File: config.mk
export PLATFORM = sky130hd
export DESIGN_NAME = telemetry_i2c_slave_node_core
export DESIGN_NICKNAME = d
export VERILOG_FILES = /design/src/hdl/tsn_pkg.sv /design/src/hdl/tsn_bus.sv /design/src/hdl/tsn_filter.sv /design/src/hdl/tsn_tach.sv /design/src/hdl/telemetry_i2c_slave_node_core.sv
export SDC_FILE = /design/constraint.sdc
export NUM_CORES = 2
export LEC_CHECK = 0
export BUFFER_PORTS_ARGS = -buffer_cell sky130_fd_sc_hd__buf_2
export CAP_MARGIN = 40
export CORE_ASPECT_RATIO = 1.1
export CORE_MARGIN = 1
export CORE_UTILIZATION = 45
export DETAILED_ROUTE_END_ITERATION = 8
export GPL_ROUTABILITY_DRIVEN = 0
export PLACE_DENSITY = 0.59
export SLEW_MARGIN = 20
export SYNTH_ARGS = -nofsm -noshare
export SYNTH_HDL_FRONTEND = slang
export SYNTH_SLANG_ARGS = --single-unit
File: constraint.sdc
create_clock -name clk_i -period 12 [get_ports clk_i]
set_input_delay 0 -clock clk_i [delete_from_list [all_inputs] [get_ports clk_i]]
set_output_delay 0 -clock clk_i [all_outputs]
set_load 0.02 [all_outputs]
File: src/hdl/tsn_pkg.sv
// package: item types, event codes and fixed-point constants for the telemetry node
`timescale 1ns / 1ps
`default_nettype none

package tsn_pkg;

  localparam int unsigned FractionBits = 16;
  localparam int unsigned AdcW         = 10;
  localparam int unsigned AccW         = AdcW + FractionBits + 1;
  localparam int unsigned GainW        = 16;
  localparam int unsigned CountW       = 16;

  localparam logic [GainW-1:0] GainReset = 16'd3277;
  localparam logic [7:0]       TxPad     = 8'hFF;
  localparam logic [2:0]       TxLen     = 3'd4;
  localparam logic [1:0]       RxLen     = 2'd2;

  typedef enum logic [1:0] {
    OpBus  = 2'd0,
    OpAdc  = 2'd1,
    OpTach = 2'd2,
    OpTick = 2'd3
  } op_e;

  typedef enum logic [2:0] {
    BusAddrWr  = 3'd0,
    BusByteRx  = 3'd1,
    BusStop    = 3'd2,
    BusAddrRd  = 3'd3,
    BusTxAck   = 3'd4,
    BusTxNack  = 3'd5,
    BusLastAck = 3'd6,
    BusError   = 3'd7
  } bus_status_e;

  typedef struct packed {
    logic [1:0]      op;
    logic [2:0]      bus_status;
    logic [7:0]      bus_data;
    logic [AdcW-1:0] adc_code;
  } in_item_t;

  typedef struct packed {
    logic [7:0]        tx_byte;
    logic              tx_valid;
    logic [7:0]        heater_duty;
    logic [7:0]        fan_duty;
    logic              duty_update;
    logic              bus_recover;
    logic [AdcW-1:0]   filtered_level;
    logic [CountW-1:0] pulses_per_second;
  } out_item_t;

  // result fields owned by the bus side
  typedef struct packed {
    logic [7:0] tx_byte;
    logic       tx_valid;
    logic [7:0] heater_duty;
    logic [7:0] fan_duty;
    logic       duty_update;
    logic       bus_recover;
  } bus_res_t;

endpackage

`default_nettype wire

File: src/hdl/tsn_bus.sv
// bus side: command frame capture, duty registers and telemetry read-out
`timescale 1ns / 1ps
`default_nettype none

module tsn_bus (
  input  wire logic                         clk_i,
  input  wire logic                         rst_ni,
  input  wire logic                         en_i,
  input  wire logic [2:0]                   status_i,
  input  wire logic [7:0]                   data_i,
  input  wire logic [tsn_pkg::AdcW-1:0]     level_i,
  input  wire logic [tsn_pkg::CountW-1:0]   pulses_i,
  output tsn_pkg::bus_res_t                 res_o
);
  import tsn_pkg::*;

  logic [1:0] rx_count_q, rx_count_d;
  logic [2:0] tx_count_q, tx_count_d;
  logic [7:0] heater_q, heater_d;
  logic [7:0] fan_q, fan_d;
  logic [7:0] rx_store_q [2];
  logic [7:0] tx_store_q [4];
  logic       rx_we;
  logic       tx_we;

  always_comb begin
    rx_count_d      = rx_count_q;
    tx_count_d      = tx_count_q;
    heater_d        = heater_q;
    fan_d           = fan_q;
    rx_we           = 1'b0;
    tx_we           = 1'b0;
    res_o.tx_byte     = 8'd0;
    res_o.tx_valid    = 1'b0;
    res_o.duty_update = 1'b0;
    res_o.bus_recover = 1'b0;
    if (en_i) begin
      unique case (bus_status_e'(status_i))
        BusAddrWr: begin
          rx_count_d = 2'd0;
        end
        BusByteRx: begin
          if (rx_count_q < RxLen) begin
            rx_we      = 1'b1;
            rx_count_d = rx_count_q + 2'd1;
          end
        end
        BusStop: begin
          // count is kept, so a repeated stop applies the frame again
          if (rx_count_q == RxLen) begin
            heater_d          = rx_store_q[0];
            fan_d             = rx_store_q[1];
            res_o.duty_update = 1'b1;
          end
        end
        BusAddrRd: begin
          tx_we          = 1'b1;
          tx_count_d     = 3'd1;
          res_o.tx_byte  = level_i[7:0];
          res_o.tx_valid = 1'b1;
        end
        BusTxAck: begin
          if (tx_count_q < TxLen) begin
            res_o.tx_byte = tx_store_q[tx_count_q[1:0]];
            tx_count_d    = tx_count_q + 3'd1;
          end else begin
            res_o.tx_byte = TxPad;
          end
          res_o.tx_valid = 1'b1;
        end
        BusTxNack, BusLastAck: begin
        end
        BusError: begin
          res_o.bus_recover = 1'b1;
        end
      endcase
    end
    res_o.heater_duty = heater_d;
    res_o.fan_duty    = fan_d;
  end

  always_ff @(posedge clk_i or negedge rst_ni) begin
    if (!rst_ni) begin
      rx_count_q <= 2'd0;
      tx_count_q <= 3'd0;
      heater_q   <= 8'd0;
      fan_q      <= 8'd0;
    end else begin
      rx_count_q <= rx_count_d;
      tx_count_q <= tx_count_d;
      heater_q   <= heater_d;
      fan_q      <= fan_d;
    end
  end

  always_ff @(posedge clk_i) begin
    if (rx_we) begin
      rx_store_q[rx_count_q[0]] <= data_i;
    end
  end

  // little-endian snapshot: level then tach count
  always_ff @(posedge clk_i) begin
    if (tx_we) begin
      tx_store_q[0] <= level_i[7:0];
      tx_store_q[1] <= {{(16 - AdcW){1'b0}}, level_i[AdcW-1:8]};
      tx_store_q[2] <= pulses_i[7:0];
      tx_store_q[3] <= pulses_i[15:8];
    end
  end

endmodule

`default_nettype wire

File: src/hdl/tsn_filter.sv
// adc smoothing: exponential average in signed fixed point and biased, rounded level
`timescale 1ns / 1ps
`default_nettype none

module tsn_filter (
  input  wire logic                        clk_i,
  input  wire logic                        rst_ni,
  input  wire logic                        en_i,
  input  wire logic [tsn_pkg::AdcW-1:0]    code_i,
  input  wire logic [tsn_pkg::GainW-1:0]   gain_i,
  output      logic [tsn_pkg::AdcW-1:0]    level_o
);
  import tsn_pkg::*;

  localparam int unsigned ProdW = AccW + 1 + GainW + 1;
  localparam logic signed [ProdW-1:0] Half = ProdW'(1) <<< (GainW - 1);
  localparam logic signed [AccW:0] Bias =
    ((AccW + 1)'(1) <<< (FractionBits + AdcW - 1)) + ((AccW + 1)'(1) <<< (FractionBits - 1));

  logic signed [AccW-1:0]  acc_q, acc_d;
  logic                    seeded_q;
  logic [AdcW-1:0]         level_q, level_d;
  logic signed [AccW-1:0]  target;
  logic signed [AccW:0]    diff;
  logic signed [ProdW-1:0] prod;
  logic signed [ProdW-1:0] step;
  logic signed [AccW:0]    biased;

  assign target = {code_i[AdcW-1], code_i, {FractionBits{1'b0}}};
  assign diff   = {target[AccW-1], target} - {acc_q[AccW-1], acc_q};
  assign prod   = $signed(diff) * $signed({1'b0, gain_i});
  // round half up, then floor shift back to the accumulator scale
  assign step   = (prod + Half) >>> GainW;

  always_comb begin
    acc_d = acc_q;
    if (en_i) begin
      if (seeded_q) begin
        acc_d = acc_q + step[AccW-1:0];
      end else begin
        acc_d = target;
      end
    end
    biased  = {acc_d[AccW-1], acc_d} + Bias;
    level_d = en_i ? biased[FractionBits +: AdcW] : level_q;
  end

  assign level_o = level_d;

  always_ff @(posedge clk_i or negedge rst_ni) begin
    if (!rst_ni) begin
      acc_q    <= '0;
      seeded_q <= 1'b0;
      level_q  <= '0;
    end else begin
      acc_q   <= acc_d;
      level_q <= level_d;
      if (en_i) begin
        seeded_q <= 1'b1;
      end
    end
  end

endmodule

`default_nettype wire

File: src/hdl/tsn_tach.sv
// tach pulse counter with once-a-second latch and clear
`timescale 1ns / 1ps
`default_nettype none

module tsn_tach (
  input  wire logic                         clk_i,
  input  wire logic                         rst_ni,
  input  wire logic                         pulse_i,
  input  wire logic                         tick_i,
  output      logic [tsn_pkg::CountW-1:0]   latched_o
);
  import tsn_pkg::*;

  logic [CountW-1:0] live_q, live_d;
  logic [CountW-1:0] latched_q, latched_d;

  always_comb begin
    live_d    = live_q;
    latched_d = latched_q;
    if (tick_i) begin
      latched_d = live_q;
      live_d    = '0;
    end else if (pulse_i) begin
      live_d = live_q + CountW'(1);
    end
  end

  assign latched_o = latched_d;

  always_ff @(posedge clk_i or negedge rst_ni) begin
    if (!rst_ni) begin
      live_q    <= '0;
      latched_q <= '0;
    end else begin
      live_q    <= live_d;
      latched_q <= latched_d;
    end
  end

endmodule

`default_nettype wire

File: src/hdl/telemetry_i2c_slave_node_core.sv
// top level: input register, event units and two-entry result queue
// path: an accepted item passes the input register, then the queue, before it shows at the output
// throughput: one item per cycle; the two-entry result queue keeps input open while a result waits
// a full queue with a loaded input register holds ready low until the output side takes an item
// reset: asynchronous active low; counts, duties, average, level and tach clear, gain returns to
// 3277; the receive and transmit byte stores are not cleared
`timescale 1ns / 1ps
`default_nettype none

module telemetry_i2c_slave_node_core (
  input  wire logic                        clk_i,
  input  wire logic                        rst_ni,
  input  wire logic                        in_valid_i,
  output      logic                        in_ready_o,
  input  wire tsn_pkg::in_item_t           in_item_i,
  output      logic                        out_valid_o,
  input  wire logic                        out_ready_i,
  output      tsn_pkg::out_item_t          out_item_o,
  input  wire logic                        cfg_we_i,
  input  wire logic [tsn_pkg::GainW-1:0]   cfg_wdata_i
);
  import tsn_pkg::*;

  logic [GainW-1:0]  gain_q;
  logic              s1_valid_q;
  in_item_t          s1_item_q;
  logic              s1_fire;
  logic              fifo_full;
  logic              push;
  logic              pop;
  logic [1:0]        count_q;
  logic              wr_ptr_q;
  logic              rd_ptr_q;
  out_item_t         fifo_q [2];
  out_item_t         res;
  bus_res_t          bus_res;
  logic [AdcW-1:0]   level;
  logic [CountW-1:0] pulses;
  op_e               op;

  assign fifo_full  = (count_q == 2'd2);
  assign s1_fire    = s1_valid_q && !fifo_full;
  assign in_ready_o = !s1_valid_q || !fifo_full;
  assign push       = s1_fire;
  assign pop        = out_valid_o && out_ready_i;
  assign op         = op_e'(s1_item_q.op);

  always_ff @(posedge clk_i or negedge rst_ni) begin
    if (!rst_ni) begin
      gain_q <= GainReset;
    end else if (cfg_we_i) begin
      gain_q <= cfg_wdata_i;
    end
  end

  always_ff @(posedge clk_i or negedge rst_ni) begin
    if (!rst_ni) begin
      s1_valid_q <= 1'b0;
    end else if (in_ready_o) begin
      s1_valid_q <= in_valid_i;
    end
  end

  always_ff @(posedge clk_i) begin
    if (in_valid_i && in_ready_o) begin
      s1_item_q <= in_item_i;
    end
  end

  tsn_bus u_bus (
    .clk_i    (clk_i),
    .rst_ni   (rst_ni),
    .en_i     (s1_fire && (op == OpBus)),
    .status_i (s1_item_q.bus_status),
    .data_i   (s1_item_q.bus_data),
    .level_i  (level),
    .pulses_i (pulses),
    .res_o    (bus_res)
  );

  tsn_filter u_filter (
    .clk_i   (clk_i),
    .rst_ni  (rst_ni),
    .en_i    (s1_fire && (op == OpAdc)),
    .code_i  (s1_item_q.adc_code),
    .gain_i  (gain_q),
    .level_o (level)
  );

  tsn_tach u_tach (
    .clk_i     (clk_i),
    .rst_ni    (rst_ni),
    .pulse_i   (s1_fire && (op == OpTach)),
    .tick_i    (s1_fire && (op == OpTick)),
    .latched_o (pulses)
  );

  always_comb begin
    res.tx_byte           = bus_res.tx_byte;
    res.tx_valid          = bus_res.tx_valid;
    res.heater_duty       = bus_res.heater_duty;
    res.fan_duty          = bus_res.fan_duty;
    res.duty_update       = bus_res.duty_update;
    res.bus_recover       = bus_res.bus_recover;
    res.filtered_level    = level;
    res.pulses_per_second = pulses;
  end

  // result queue
  always_ff @(posedge clk_i or negedge rst_ni) begin
    if (!rst_ni) begin
      count_q  <= 2'd0;
      wr_ptr_q <= 1'b0;
      rd_ptr_q <= 1'b0;
    end else begin
      if (push) begin
        wr_ptr_q <= !wr_ptr_q;
      end
      if (pop) begin
        rd_ptr_q <= !rd_ptr_q;
      end
      if (push && !pop) begin
        count_q <= count_q + 2'd1;
      end else if (pop && !push) begin
        count_q <= count_q - 2'd1;
      end
    end
  end

  always_ff @(posedge clk_i) begin
    if (push) begin
      fifo_q[wr_ptr_q] <= res;
    end
  end

  assign out_valid_o = (count_q != 2'd0);
  assign out_item_o  = fifo_q[rd_ptr_q];

  a_count_bound: assert property (@(posedge clk_i) disable iff (!rst_ni)
    count_q != 2'd3)
    else $error("result queue count out of range");

  a_hold_stalled: assert property (@(posedge clk_i) disable iff (!rst_ni)
    s1_valid_q && fifo_full && !pop |=> s1_valid_q && $stable(s1_item_q))
    else $error("stalled item lost from input register");

  a_recover_bus_only: assert property (@(posedge clk_i) disable iff (!rst_ni)
    push && res.bus_recover |-> op == OpBus && s1_item_q.bus_status == BusError)
    else $error("recovery flag on a non-error item");

  a_tx_bus_only: assert property (@(posedge clk_i) disable iff (!rst_ni)
    push && res.tx_valid |-> op == OpBus)
    else $error("transmit byte on a non-bus item");

  a_ptr_count: assert property (@(posedge clk_i) disable iff (!rst_ni)
    (count_q == 2'd1) |-> (wr_ptr_q != rd_ptr_q))
    else $error("queue pointers disagree with count");

endmodule

`default_nettype wire
==> key figures <==
Status
  • Run status: finished clean

Critical path
  • Start point of the critical path: u_filter.acc_q[8]
  • Worst reg2reg startpoint: u_filter.acc_q[8]
  • Startpoint types: flop
  • Worst Path Max Fanout: 16
  • Crit path buf inv count: 5
  • Top delay family on crit path: adder cells
  • Depth of the worst register-to-register path: 41
  • Worst Path Required: 12,320 ps
  • Arr. time, crit path: 11,630 ps
  • R2R Path End: fifo_q[1][24]
  • Register-to-register path setup slack: 690 ps
  • Type of destination of the critical path: flop
  • Slowest stage delay, CP: 620 ps
  • Critical Path Slowest Stage Cell: a2111oi_0
  • Category of the critical setup timing path: flop to flop
  • Most frequent cell on the critical path: fa_1

Yosys
  • Number of flops mapped to enable cells by yosys: 171
  • Flip-flop cell with the highest count after synthesis: edfxtp_1
  • Portion of netlist area occupied by mux cells: 3.97%
  • Net Count, Synth: 3,424
  • Synth Area in Adders: 36.9%
  • Number of different library cells in the post-synthesis netlist: 69
  • Count of warnings emitted by yosys: 0
  • Area of the mapped netlist: 28,500 µm²
  • Number of synthesized register bits: 283
  • Asr flop ratio synth: 39.6%
  • Share of the synthesized netlist area taken by xor and xnor gates: 3.10%
  • Largest family of logic cells by synthesized area: adder cells
  • Leading post-synthesis cells by cell area: fa_1 30%, edfxtp_1 18%, dfrtp_1 9.2%, inv_1 7.4%, ha_1 7.4%
  • Top-area cell type share of the netlist area: 29.6%
  • Average cell area after synthesis: 10.2 µm²
  • Cells after Synth: 2,791
  • Simple-gate share of the synthesized area: 14.1%
  • Sequential cell area fraction in the yosys report: 27.9%
  • Synthesized-area fraction occupied by ao, oa, aoi and oai cells: 5.12%
  • Cell taking the most area after synthesis: fa_1

Cells and area
  • Total of fill cells in the finished design: 5,806
  • Area Growth Syn to Fin: 10.6%
  • Most frequent cells in the layout: 565 x inv_1, 421 x fa_1, 317 x nand2_1, 267 x and2_1, 171 x edfxtp_1
  • Share of layout cells above drive strength 1: 10.6%
  • Most common cell after layout, fill and taps aside: inv_1
  • Nets@finish: 3,541

STA
  • Setup clock skew after layout: 15.1 ps
  • Tightest hold margin: 99.2 ps
  • Slew of the pin with the lowest slew margin: 851 ps
  • Relative slew margins: 43.1%
  • Final worst-path cycle share: 94.2%
  • Final min period: 11,310 ps
  • Maximum operating frequency: 88.5 MHz
  • Min setup slack post-route: 695 ps
  • Pins over their slew limit: 0
  • Fin. Hold Viols: 0
  • Unrepaired setup endpoints after global routing: no
  • Final setup violation count: 0
  • Accumulated negative setup slack: 0 ps

Clock tree
  • Clock tree from TritonCTS: done
  • Clock Sinks: 283
  • Number of buffers created by CTS: 29
  • Longest Clk Path Bufs: 3
  • H-tree depth reported by CTS: 1
  • Cell chosen for the clock root: clkbuf_16
  • Clock latency on the worst-skew pair: 580 ps
  • Clock Pin Slew Worst Setup and Hold Paths: 70 ps

Floorplan
  • Overall die area: 64,400 µm²
  • I/O pins: 99
  • Die X-Extent: 242 µm
  • Num rows: 96
  • Die outline height: 266 µm
  • Initial Utilization: 45.7%
  • CORE AREA: 62,500 µm²

Worst hold path
  • End point of the most critical hold path: gain_q[2]
  • Min-Delay Startpoint: cfg_we_i
  • WHS Path Cells: 2
  • Worst Hold Class: input port to flop

Detailed routing
  • Starting DRT DRC Count: 1,074
  • Drt total wl: 68,700 µm
  • Total via count after detailed routing: 19.4k
  • Residual DRC count: 0
  • Antenna-violating nets left: 0
  • Via-per-instance ratio: 5.14
  • Number of iterations in the first detailed-routing pass: 7
  • Routed length per instance: 18.2 µm

GRT
  • Maximum number of pins on one net before global-route repair: 57
  • Wire length of the first global-routing pass: 114,000 µm
  • Overall Global Routing Usage: 22.2%
  • Gr ovfl total: 0
  • Initial antenna violation count: 0
  • Number of global-route vias before repair: 21.5k

Placement
  • Post-Place Setup Slack: 362 ps
  • Number of input and output port buffers inserted: 98
  • Post-detail-place hpwl: 53,100 µm

Flow run
  • Number of violations of the max-capacitance limit: 0
## routing by layer
metal	wire (µm)	global-route usage [%]	share of wire [%]	vias up
met5	0	0	0	-
met4	1210	4.46	1.8	0
met3	2310	2.15	3.4	82
met2	36100	41.2	53	364
met1	29000	28.1	42	10000
li1	-	-	-	8905
## worst max-delay path by stage
stage | cells after the start | to | slack (ps)
final | 41 | fifo_q[1][24] | 690
after global routing | 37 | u_bus.tx_store_q[0][6] | 20
after CTS | 42 | u_bus.tx_store_q[0][7] | 260
after detailed placement | 42 | fifo_q[1][23] | 360
after global placement | 42 | fifo_q[1][23] | 540
after floorplan | 42 | fifo_q[0][24] | 1880
## state kept, by name, indices dropped and copies added, names as in the netlist, 3 cells and up
name,flops
u_bus.tx_count_q,3
fifo_q,106
u_tach.latched_q,16
u_bus.tx_store_q,26
gain_q,16
u_bus.rx_store_q,16
s1_item_q,21
u_bus.heater_q,8
u_filter.level_q,10
u_bus.fan_q,8
u_filter.acc_q,27
u_tach.live_q,16
## what timing repair did
item | in CTS | in global routing
resized for setup | 0 | 6
hold buffers | 44 | 0
endpoints found under the hold margin | 83 | 0
setup buffers | 0 | 0
setup endpoints to repair | 0 | 26
## cells by family (layout without fill, tap and decap cells)
family                   count (synthesis)  count (layout)
AND/OR/NAND/NOR                        808             808
buffers and inverters                  676             816
adder cells (fa/ha/maj)                589             589
flip-flops                             283             283
AO/OA/AOI/OAI                          235             235
XOR/XNOR                               100             100
multiplexers                           100             100
other                                    0               1
## final cells by class
cell class / count / area (µm²) / share of cell area (%)
clock inverters: 12 / 119 / 0.377
diodes: 1 / 2.50 / 0.00793
flip-flops and latches: 283 / 7950 / 25.2
well taps: 833 / 1040 / 3.30
repair buffers: 196 / 1420 / 4.50
inverters: 566 / 2120 / 6.74
clock buffers: 42 / 795 / 2.52
multi-input cells: 1832 / 18100 / 57.4
## metrics by stage
step	std cells	utilization, %	cell area, µm²
2_1_floorplan	2791	-	28500
3_3_place_gp	3655	48.0	30000
4_1_cts	3760	50.4	31500
5_1_grt	3764	50.5	31500
3_5_place_dp	3662	48.2	30100
6_report	3765	50.5	31500
## Yosys cell counts, drive strengths merged, types with 14 or more instances
| cell type | n |
|---|---|
| edfxtp | 171 |
| nand2 | 318 |
| o21a | 14 |
| nor3 | 25 |
| xor2 | 42 |
| dfrtp | 105 |
| clkbuf | 103 |
| nand3 | 26 |
| nor2 | 92 |
| and2 | 267 |
| a21oi | 54 |
| xnor2 | 58 |
| inv | 565 |
| ha | 168 |
| a21o | 18 |
| fa | 421 |
| o21ai | 76 |
| mux2 | 86 |
Power is left out: the tool's default activity adds up to more than one toggle a clock period on the data nets, which glitch-free logic cannot reach.
